`config.mk`:
```
export PLATFORM = sky130hd
export DESIGN_NAME = dovm_ctrl
export DESIGN_NICKNAME = d
export VERILOG_FILES = /design/src/sv/dovm_pkg.sv /design/src/sv/dovm_ctrl.sv
export SDC_FILE = /design/constraint.sdc
export NUM_CORES = 1
export LEC_CHECK = 0
export BUFFER_PORTS_ARGS = -buffer_cell sky130_fd_sc_hd__buf_2
export CORE_ASPECT_RATIO = 0.8
export CORE_UTILIZATION = 52
export DETAILED_ROUTE_END_ITERATION = 10
export GPL_ROUTABILITY_DRIVEN = 0
export PLACE_DENSITY = 0.76
export SYNTH_ARGS = -nofsm -noshare
export SYNTH_HDL_FRONTEND = slang
export SYNTH_SLANG_ARGS = --single-unit
export TNS_END_PERCENT = 10
```
`constraint.sdc`:
```
create_clock -name clk -period 2.1 [get_ports clk]
set_input_delay 0.42 -clock clk [delete_from_list [all_inputs] [get_ports clk]]
set_output_delay 0.42 -clock clk [all_outputs]
set_load 0.005 [all_outputs]
```
`src/sv/dovm_pkg.sv`:
```
// dovm_pkg: shared types, codes, defaults and constant tables of the drawbar organ voice mixer
// no dependencies; used by the controller, datapath, top level and checker
package dovm_pkg;

	// default sizes
	localparam int KEY_COUNT_DEF     = 61;
	localparam int WAVE_COUNT_DEF    = 91;
	localparam int DRAWBAR_COUNT_DEF = 9;
	localparam int WAVE_DEPTH_DEF    = 16384;
	localparam int SAMPLE_BITS_DEF   = 16;

	// item operations
	typedef enum logic [1:0] {
		OP_MIDI     = 2'd0,
		OP_TICK     = 2'd1,
		OP_WAVE_WR  = 2'd2,
		OP_WAVE_LEN = 2'd3
	} op_t;

	// configuration register indexes
	localparam logic CFG_ATTACK = 1'b0;
	localparam logic CFG_FLOOR  = 1'b1;

	// midi codes
	localparam logic [7:0] ST_NOTE_ON  = 8'h90;
	localparam logic [7:0] ST_NOTE_OFF = 8'h80;
	localparam logic [7:0] ST_CTRL     = 8'hB0;
	localparam logic [7:0] NOTE_BASE   = 8'd36;
	localparam logic [6:0] CC_FIRST    = 7'd16;
	localparam logic [6:0] CC_LAST     = 7'd24;

	// levels
	localparam logic [15:0] UNITY       = 16'h8000;
	localparam logic [6:0]  ATTACK_RST  = 7'd3;
	localparam logic [15:0] FLOOR_RST   = 16'd2920;

	// octave foldback, x/12 as (x*171)>>11 for x below 256
	localparam logic [7:0]  OCTAVE      = 8'd12;
	localparam logic [15:0] OCT_RECIP   = 16'd171;
	localparam int          OCT_RSH     = 11;

	// controller to datapath commands
	typedef struct packed {
		logic accept;
		logic acc_clear;
		logic env_read;
		logic term_issue;
		logic env_write;
		logic pass_issue;
		logic load_out;
	} cmd_t;

	// datapath to controller status
	typedef struct packed {
		logic key_active;
		logic pipe_busy;
		logic out_free;
	} stat_t;

	// harmonic offset of each drawbar in semitones
	function automatic logic [5:0] harm_offset(input logic [3:0] d);
		logic [5:0] r;
		case (d)
			4'd0:    r = 6'd0;
			4'd1:    r = 6'd19;
			4'd2:    r = 6'd12;
			4'd3:    r = 6'd24;
			4'd4:    r = 6'd31;
			4'd5:    r = 6'd36;
			4'd6:    r = 6'd40;
			4'd7:    r = 6'd43;
			4'd8:    r = 6'd48;
			default: r = 6'd0;
		endcase
		return r;
	endfunction

	// Q1.15 drawbar gain per step
	function automatic logic [15:0] step_gain(input logic [3:0] i);
		logic [15:0] r;
		case (i)
			4'd0:    r = 16'd0;
			4'd1:    r = 16'd2920;
			4'd2:    r = 16'd4096;
			4'd3:    r = 16'd5833;
			4'd4:    r = 16'd8192;
			4'd5:    r = 16'd11633;
			4'd6:    r = 16'd16384;
			4'd7:    r = 16'd23200;
			4'd8:    r = 16'd32768;
			default: r = 16'd0;
		endcase
		return r;
	endfunction

	// lower and upper octave foldback of a wave number
	function automatic logic [7:0] fold_wave(input logic [7:0] w, input logic [7:0] wc);
		logic [7:0]  x;
		logic [15:0] q;
		logic [7:0]  n;
		logic [7:0]  r;
		x = w - wc;
		q = 16'(x) * OCT_RECIP;
		n = 8'(q >> OCT_RSH) + 8'd1;
		if (w < OCTAVE)
			r = w + OCTAVE;
		else if (w >= wc)
			r = w - 8'(n * OCTAVE);
		else
			r = w;
		return r;
	endfunction

endpackage

```
`src/sv/dovm_ctrl.sv`:
```
// dovm_ctrl: sequencer of the voice mixer; walks keys, drawbars and waves for a tick
// depends on dovm_pkg for commands, status and operation codes
module dovm_ctrl import dovm_pkg::*; #(
	parameter int KEY_COUNT     = KEY_COUNT_DEF,
	parameter int WAVE_COUNT    = WAVE_COUNT_DEF,
	parameter int DRAWBAR_COUNT = DRAWBAR_COUNT_DEF,
	localparam int KW = $clog2(KEY_COUNT),
	localparam int WW = $clog2(WAVE_COUNT),
	localparam int DW = (DRAWBAR_COUNT > 1) ? $clog2(DRAWBAR_COUNT) : 1
) (
	input  logic          clk,
	input  logic          arst_n,
	input  logic          in_valid,
	output logic          in_ready,
	input  op_t           op,
	input  stat_t         stat,
	output cmd_t          cmd,
	output logic [KW-1:0] key_idx,
	output logic [DW-1:0] db_idx,
	output logic [WW-1:0] wave_idx
);

	typedef enum logic [2:0] {
		S_IDLE,
		S_SCAN,
		S_ISSUE,
		S_DRAIN,
		S_PASS,
		S_RESULT
	} state_t;

	localparam logic [KW-1:0] KEY_LAST  = KW'(KEY_COUNT - 1);
	localparam logic [WW-1:0] WAVE_LAST = WW'(WAVE_COUNT - 1);
	localparam logic [DW-1:0] DB_LAST   = DW'(DRAWBAR_COUNT - 1);

	state_t        state_q;
	logic [KW-1:0] key_q;
	logic [DW-1:0] db_q;
	logic [WW-1:0] wave_q;

	assign in_ready = (state_q == S_IDLE);
	assign key_idx  = key_q;
	assign db_idx   = db_q;
	assign wave_idx = wave_q;

	// commands decoded from state
	always_comb begin
		cmd = '0;
		case (state_q)
			S_IDLE: begin
				cmd.accept    = in_valid;
				cmd.acc_clear = in_valid && (op == OP_TICK);
			end
			S_SCAN:   cmd.env_read = 1'b1;
			S_ISSUE: begin
				cmd.term_issue = 1'b1;
				cmd.env_write  = (db_q == DB_LAST);
			end
			S_PASS:   cmd.pass_issue = 1'b1;
			S_RESULT: cmd.load_out = stat.out_free;
			default:  cmd = '0;
		endcase
	end

	// state and counters
	always_ff @(posedge clk or negedge arst_n) begin
		if (!arst_n) begin
			state_q <= S_IDLE;
			key_q   <= '0;
			db_q    <= '0;
			wave_q  <= '0;
		end else begin
			case (state_q)
				S_IDLE: begin
					if (in_valid && (op == OP_TICK)) begin
						state_q <= S_SCAN;
						key_q   <= '0;
					end
				end
				S_SCAN: begin
					if (stat.key_active) begin
						state_q <= S_ISSUE;
						db_q    <= '0;
					end else if (key_q == KEY_LAST) begin
						state_q <= S_DRAIN;
					end else begin
						key_q <= key_q + 1'b1;
					end
				end
				S_ISSUE: begin
					if (db_q == DB_LAST) begin
						if (key_q == KEY_LAST) begin
							state_q <= S_DRAIN;
						end else begin
							key_q   <= key_q + 1'b1;
							state_q <= S_SCAN;
						end
					end else begin
						db_q <= db_q + 1'b1;
					end
				end
				S_DRAIN: begin
					if (!stat.pipe_busy) begin
						state_q <= S_PASS;
						wave_q  <= '0;
					end
				end
				S_PASS: begin
					if (wave_q == WAVE_LAST)
						state_q <= S_RESULT;
					else
						wave_q <= wave_q + 1'b1;
				end
				S_RESULT: begin
					if (stat.out_free)
						state_q <= S_IDLE;
				end
				default: state_q <= S_IDLE;
			endcase
		end
	end

endmodule

```
==> run summary, run 1 <==
* result of the run: complete, no violations
* power density over cell area: 1280 nW/um^2
* Setup Total Neg Slack: 0 ns
* capture instance of the worst register-to-register path: wave_idx[4]
* number of buffers inserted by post-CTS setup repair: 0
* multi-input gate area in the final layout: 743 um^2
* overall die width: 58.7 um
* met3 routed wirelength: 151 um
* via density per instance: 5.78
* number of cells on the critical path: 5
* Yosys top cell by area: sky130_fd_sc_hd__dfrtp_1
* leakage component of the power: 0.737 nW
* Setup crit start: db_idx[1]
* Vert. Die Dim: 47.4 um
* Finish-stage setup viols: 0
* asr flop ratio synth: 100%
* number of sinks handled by clock tree synthesis: 20
* aggregate global-route resource usage: 21.9%
* top-level port count: 33
* cells taking the most area after synthesis: sky130_fd_sc_hd__dfrtp_1, sky130_fd_sc_hd__ha_1, sky130_fd_sc_hd__inv_1
* total length of routed met2 wires: 1.35 mm
* required time of the critical path: 1.68 ns
* area growth from synthesis to final layout: 17.8%
* largest clock skew in the final design: 0.00114 ns
* antenna violations before repair: 0
* buffers from clock root to sink, at most: 2
* Final Hold Viols: 0
* Top Family by Delay on Critical Path: flip-flops
* number of H-tree levels: 1
* number of global-route vias before repair: 1037
* normalized max-slew margin: 66.0%
* arrival time at the worst endpoint: 1.59 ns
* max-capacitance violation count: 0
* minimum period implied by the final worst setup slack: 2.01 ns
* maximum cell stage delay along the critical path: 0.46 ns
* post-CTS clock slew at the launch and capture registers of the worst setup and hold paths: 0.12 ns
* number of detailed-routing iterations run before antenna repair: 4
* cells traversed along the worst timing path: inv_1, ha_1, nand3b_1, nor3_2, buf_2
* total nets after synthesis: 154
* top-area cell type share of the netlist area: 37.4%
* final period utilization: 95.8%
* die footprint: 2780 um^2
* FMAX: 497 MHz
* Setup crit end kind: primary output
* total area of sequential cells: 503 um^2
* Filler cells: 218
* IR Drop Worst-Case VDD: 0.000776 V
* Tightest Pin Transition: 0.503 ns
* DRT met1 WL: 1.48 mm
* Post-synth EDFFs: 0
* Clk Latency, worst-skew pair: 0.30 ns
* Critical R2R Launch: state_q[2]
* WL/cell: 14.3 um
* number of register bits inferred by synthesis: 20
* overall power: 2.01 mW
* worst min path class: in -> async
* proportion of synthesized chip area in sequential cells: 37.4%
* R2R setup slack: 0.22 ns
* post-route DRC violation count: 0
* Synthesis Warnings: 0
* TritonCTS buffer count: 3
* clock tree from TritonCTS: done
* NumNets Final: 188
* cell at the root of the clock tree: sky130_fd_sc_hd__clkbuf_4
* cell count of the worst reg-to-reg path: 5
* Pins Over Slew Limit: 0
* highest layer used for signal routing: met4
* Initial Utilization: 54.8%
* wire length of the first global-routing pass: 4.49 mm
* via count: 1207
* Core Region: 2440 um^2
* antenna cells: 0
* std cell rows: 16
* slowest library cell on the worst path: sky130_fd_sc_hd__dfrtp_1
* post-synthesis instance area: 1340 um^2
* Starting DRT DRC Count: 56
* synthesized instance count: 140
* kind of start point of the critical path: flip-flop
* Crit Path Category: reg -> out
* remaining global-route overflow: 0
* crit path max fanout: 6
* Post-Route WL: 3.00 mm
* leading register cell type out of synthesis: sky130_fd_sc_hd__dfrtp_1
* count of buffers from port buffering: 32
* CP bufs+invs: 2
* largest net degree at the start of global routing: 21
* Avg Inst Size Synth: 9.55 um^2
* Yosys cell types: 46
* DP HPWL: 2.18 mm
* fraction of layout cells with a size suffix above 1: 30.1%
* number of antenna-violating nets in the routed design: 0
==> flip-flops by register name, summed over array words and instances, names as in the netlist <==
signal    flops
db_idx        4
state_q       3
wave_idx      7
key_idx       6
==> worst reg2reg max path: stages, from the launching register on <==
cell                      delay (ns)
sky130_fd_sc_hd__dfrtp_1        0.59
sky130_fd_sc_hd__nor3b_4        0.41
sky130_fd_sc_hd__o41ai_2        0.15
sky130_fd_sc_hd__buf_4          0.20
sky130_fd_sc_hd__a22o_1         0.21
sky130_fd_sc_hd__a22o_1         0.22
==> layout make-up <==
class / count / area share [%]
flip-flops and latches: 20 / 31.9
clock inverters: 1 / 1.91
repair buffers: 35 / 11.6
well taps: 36 / 2.86
clock buffers: 3 / 1.43
multi-input cells: 101 / 47.2
inverters: 13 / 3.10
==> per-layer routing <==
layer | vias up | global-route usage, %
met1 | 590 | 29.8
met2 | 35 | 35.6
met3 | 2 | 5.51
met4 | 0 | 5.71
li1 | 580 | -
met5 | - | 0
==> worst max path at each step <==
stage	to	slack (ns)
final	cmd[2]	0.09
after global routing	cmd[2]	-0.02
after CTS	cmd[3]	0.06
after detailed placement	wave_idx[4]	0.28
after global placement	wave_idx[4]	0.33
after floorplan	key_idx[0]	0.36
==> cells in the final DEF (no fill, tap or decap), drive strengths merged, types with 3 or more instances in the layout <==
cell    instances
a21oi           9
a22o            3
buf            35
clkbuf          3
dfrtp          20
ha              6
inv            13
nand2           8
nand2b          3
nand3           6
nor2            6
nor3            5
nor3b           3
o21ai          10
o22ai           3
o31ai           3
==> synthesized netlist by cell type, drive strengths merged, types with 2 or more instances <==
cell	count
a41oi	2
o31ai	3
mux2i	2
nor3	5
nor2	6
and2	2
nand4b	2
a22oi	2
o21ai	10
ha	6
nand3	6
o22ai	3
a21o	2
a22o	3
nand2	8
xor2	2
nand2b	3
nand4	2
nor3b	3
a31oi	2
dfrtp	20
buf	5
a21oi	9
nand3b	2
inv	13
mux2	2
nor4	2
==> where the power goes <==
part,leakage [nW],total [mW],internal (mW),switching (mW)
Sequential,0.263,0.742,0.508,0.234
Clock,0.0279,0.320,0.193,0.127
Combinational,0.445,0.949,0.463,0.486
Total,0.737,2.01,1.16,0.847
==> metrics by stage <==
stage / hold WS (ns) / setup slack [ns] / cell area [um^2] / std cells / util [%]
finish: 0.0450 / 0.0875 / 1580 / 209 / 64.5
global route: 0.0612 / -0.0242 / 1580 / 209 / 64.5
CTS: 0.0538 / 0.0612 / 1570 / 209 / 64.2
detailed placement: 0.398 / 0.277 / 1520 / 205 / 62.0
global placement: 0.390 / 0.326 / 1520 / 205 / 62.0
floorplan: 0.124 / 0.357 / 1340 / 140 / -
==> logic make-up after synthesis <==
kind of cell	Yosys count	synth area share [%]
simple gates	47	22.4
mux	4	3.18
compound gates	42	22.7
flops	20	37.4
fa+ha+maj	6	5.61
xor+xnor	2	1.31
buf+inv	19	7.39
==> what timing repair did <==
item                                   in CTS  in global routing
gates resized for setup                     0                  3
setup endpoints to repair                   0                  2
hold buffers                                0                  0
endpoints found under the hold margin       0                  0
(Power assumes the default switching activity.)
==> run 2: changes to the inputs <==
Settings changed: RECOVER_POWER from default to 100.
==> run 2 against run 1 <==
- highest routed layer unchanged
- wire length rose by 0.60%
- largest power group unchanged
- critical endpoint unchanged
- die area unchanged
- global-route usage unchanged
==> run summary, run 2 (synthesis gave the netlist of run 1 again) <==
* pre-CTS worst setup slack: 0.277 ns
* number of cells on the critical path: 5
* wire length of the first global-routing pass: 4.49 mm
* most frequent cells in the layout: sky130_fd_sc_hd__buf_2, sky130_fd_sc_hd__dfrtp_1, sky130_fd_sc_hd__inv_1, sky130_fd_sc_hd__clkbuf_1, sky130_fd_sc_hd__o21ai_0
* antenna cells: 0
* leakage component of the power: 0.685 nW
* number of global-route vias before repair: 1037
* maximum cell stage delay along the critical path: 0.46 ns
* largest net degree at the start of global routing: 21
* Critical R2R Launch: state_q[2]
* Starting DRT DRC Count: 46
* via density per instance: 5.73
* cells traversed along the worst timing path: inv_1, ha_1, nand3b_1, nor3_2, buf_2
* crit path max fanout: 6
* Final Hold Viols: 0
* Setup crit end kind: primary output
* switching power share of the total: 42.7%
* minimum period implied by the final worst setup slack: 2.01 ns
* number of detailed-routing iterations run before antenna repair: 4
* placed cell areas: 1520 um^2
* number of buffers inserted by post-CTS setup repair: 0
* post-CTS clock slew at the launch and capture registers of the worst setup and hold paths: 0.12 ns
* CP Capture Point: cmd[2]
* post-route DRC violation count: 0
* Crit Path Category: reg -> out
* buffers from clock root to sink, at most: 2
* Seq pwr share: 38.0%
* fraction of layout cells with a size suffix above 1: 21.4%
* switching power summed over all nets: 0.824 mW
* FMAX: 499 MHz
* remaining global-route overflow: 0
* number of antenna-violating nets in the routed design: 0
* NumNets Final: 188
* aggregate global-route resource usage: 21.9%
* Finish-stage setup viols: 0
* Tightest Pin Transition: 1.09 ns
* Core Region: 2440 um^2
* arrival time at the worst endpoint: 1.59 ns
* overall die width: 58.7 um
* Pins Over Slew Limit: 0
* internal power: 1.11 mW
* std cell rows: 16
* via count: 1198
* cell at the root of the clock tree: sky130_fd_sc_hd__clkbuf_4
* IR Drop Worst-Case VDD: 0.000748 V
* number of sinks handled by clock tree synthesis: 20
* number of H-tree levels: 1
* area growth from synthesis to final layout: 14.0%
* kind of start point of the critical path: flip-flop
* share of total power in the clock network: 16.6%
* cell count of the worst reg-to-reg path: 5
* fraction of power consumed by combinational cells: 45.5%
* largest clock skew in the final design: 0.00443 ns
* R2R setup slack: 0.13 ns
* Post-Route WL: 3.01 mm
* die footprint: 2780 um^2
* Top Family by Delay on Critical Path: flip-flops
* CP bufs+invs: 2
* required time of the critical path: 1.68 ns
* Filler cells: 228
* clock tree from TritonCTS: done
* final period utilization: 95.5%
* most common cell after layout, fill and taps aside: sky130_fd_sc_hd__buf_2
* Setup WS post-layout: 0.0944 ns
* max-capacitance violation count: 0
* Setup crit start: db_idx[1]
* result of the run: complete, no violations
* normalized max-slew margin: 27.3%
* Vert. Die Dim: 47.4 um
* max reg flops: 7
* TritonCTS buffer count: 3
* worst min path class: in -> async
* number of placed instances, taps included: 205
* non-filler cells in the finished layout: 209
* antenna violations before repair: 0
* final design instance area without fill: 1530 um^2
* number of hold buffers added after CTS: 0
* capture instance of the worst register-to-register path: wave_idx[4]
* count of cells resized by post-cts repair: 0
* top-level port count: 33
* Clk Latency, worst-skew pair: 0.30 ns
* slowest library cell on the worst path: sky130_fd_sc_hd__dfrtp_1
* count of buffers from port buffering: 32
* DP HPWL: 2.18 mm
* Initial Utilization: 54.8%
* WL/cell: 14.4 um
* power density over cell area: 1270 nW/um^2
==> run 2: cell types whose count changed in the layout (fill, tap and decap cells not counted), sizes merged <==
cell and change:
buf -14, clkbuf +14
==> run 2: how the worst min path moves through the flow <==
| stage | cells after the start | endpoint | startpoint | slack [ns] |
|---|---|---|---|---|
| global placement | 1 | db_idx[0] | arst_n | 0.39 |
| detailed placement | 1 | db_idx[1] | arst_n | 0.40 |
| CTS | 1 | db_idx[3] | arst_n | 0.05 |
| global route | 1 | key_idx[1] | arst_n | 0.37 |
| finish | 1 | key_idx[1] | arst_n | 0.28 |
| floorplan | 0 | db_idx[0] | arst_n | 0.12 |
==> run 2: per-stage QoR <==
step | util, % | hold WS, ns | TNS (ns) | total power, mW
final | 62.4 | 0.283 | 0 | 1.93
after global routing | 62.4 | 0.369 | -0.0242 | 2.09
after CTS | 64.2 | 0.0538 | 0 | 1.99
after detailed placement | 62.0 | 0.398 | 0 | 1.67
after global placement | 62.0 | 0.390 | 0 | 1.63
after floorplan | - | 0.124 | 0 | 1.39
==> run 2: area by class of cell <==
class | count | area, um^2 | area share, %
flip-flops and latches | 20 | 503 | 33.0
clock inverters | 1 | 30.0 | 1.97
inverters | 13 | 48.8 | 3.20
clock buffers | 3 | 22.5 | 1.48
multi-input cells | 101 | 712 | 46.7
well taps | 36 | 45.0 | 2.95
repair buffers | 35 | 164 | 10.7
==> run 2: per-layer routing <==
metal	part of all wire [%]	global-route usage [%]	wire length, um
met5	0	0	0
met4	0.73	5.71	22
met3	5.9	5.51	178
met2	44	35.6	1340
met1	49	29.8	1470
==> run 2: power groups by stage <==
stage	clock (mW)	sequential, mW	combinational (mW)
final	0.320	0.732	0.877
after floorplan	0	0.646	0.740
after detailed placement	0	0.738	0.932
after global routing	0.342	0.764	0.979
after global placement	0	0.721	0.905
after CTS	0.324	0.728	0.939
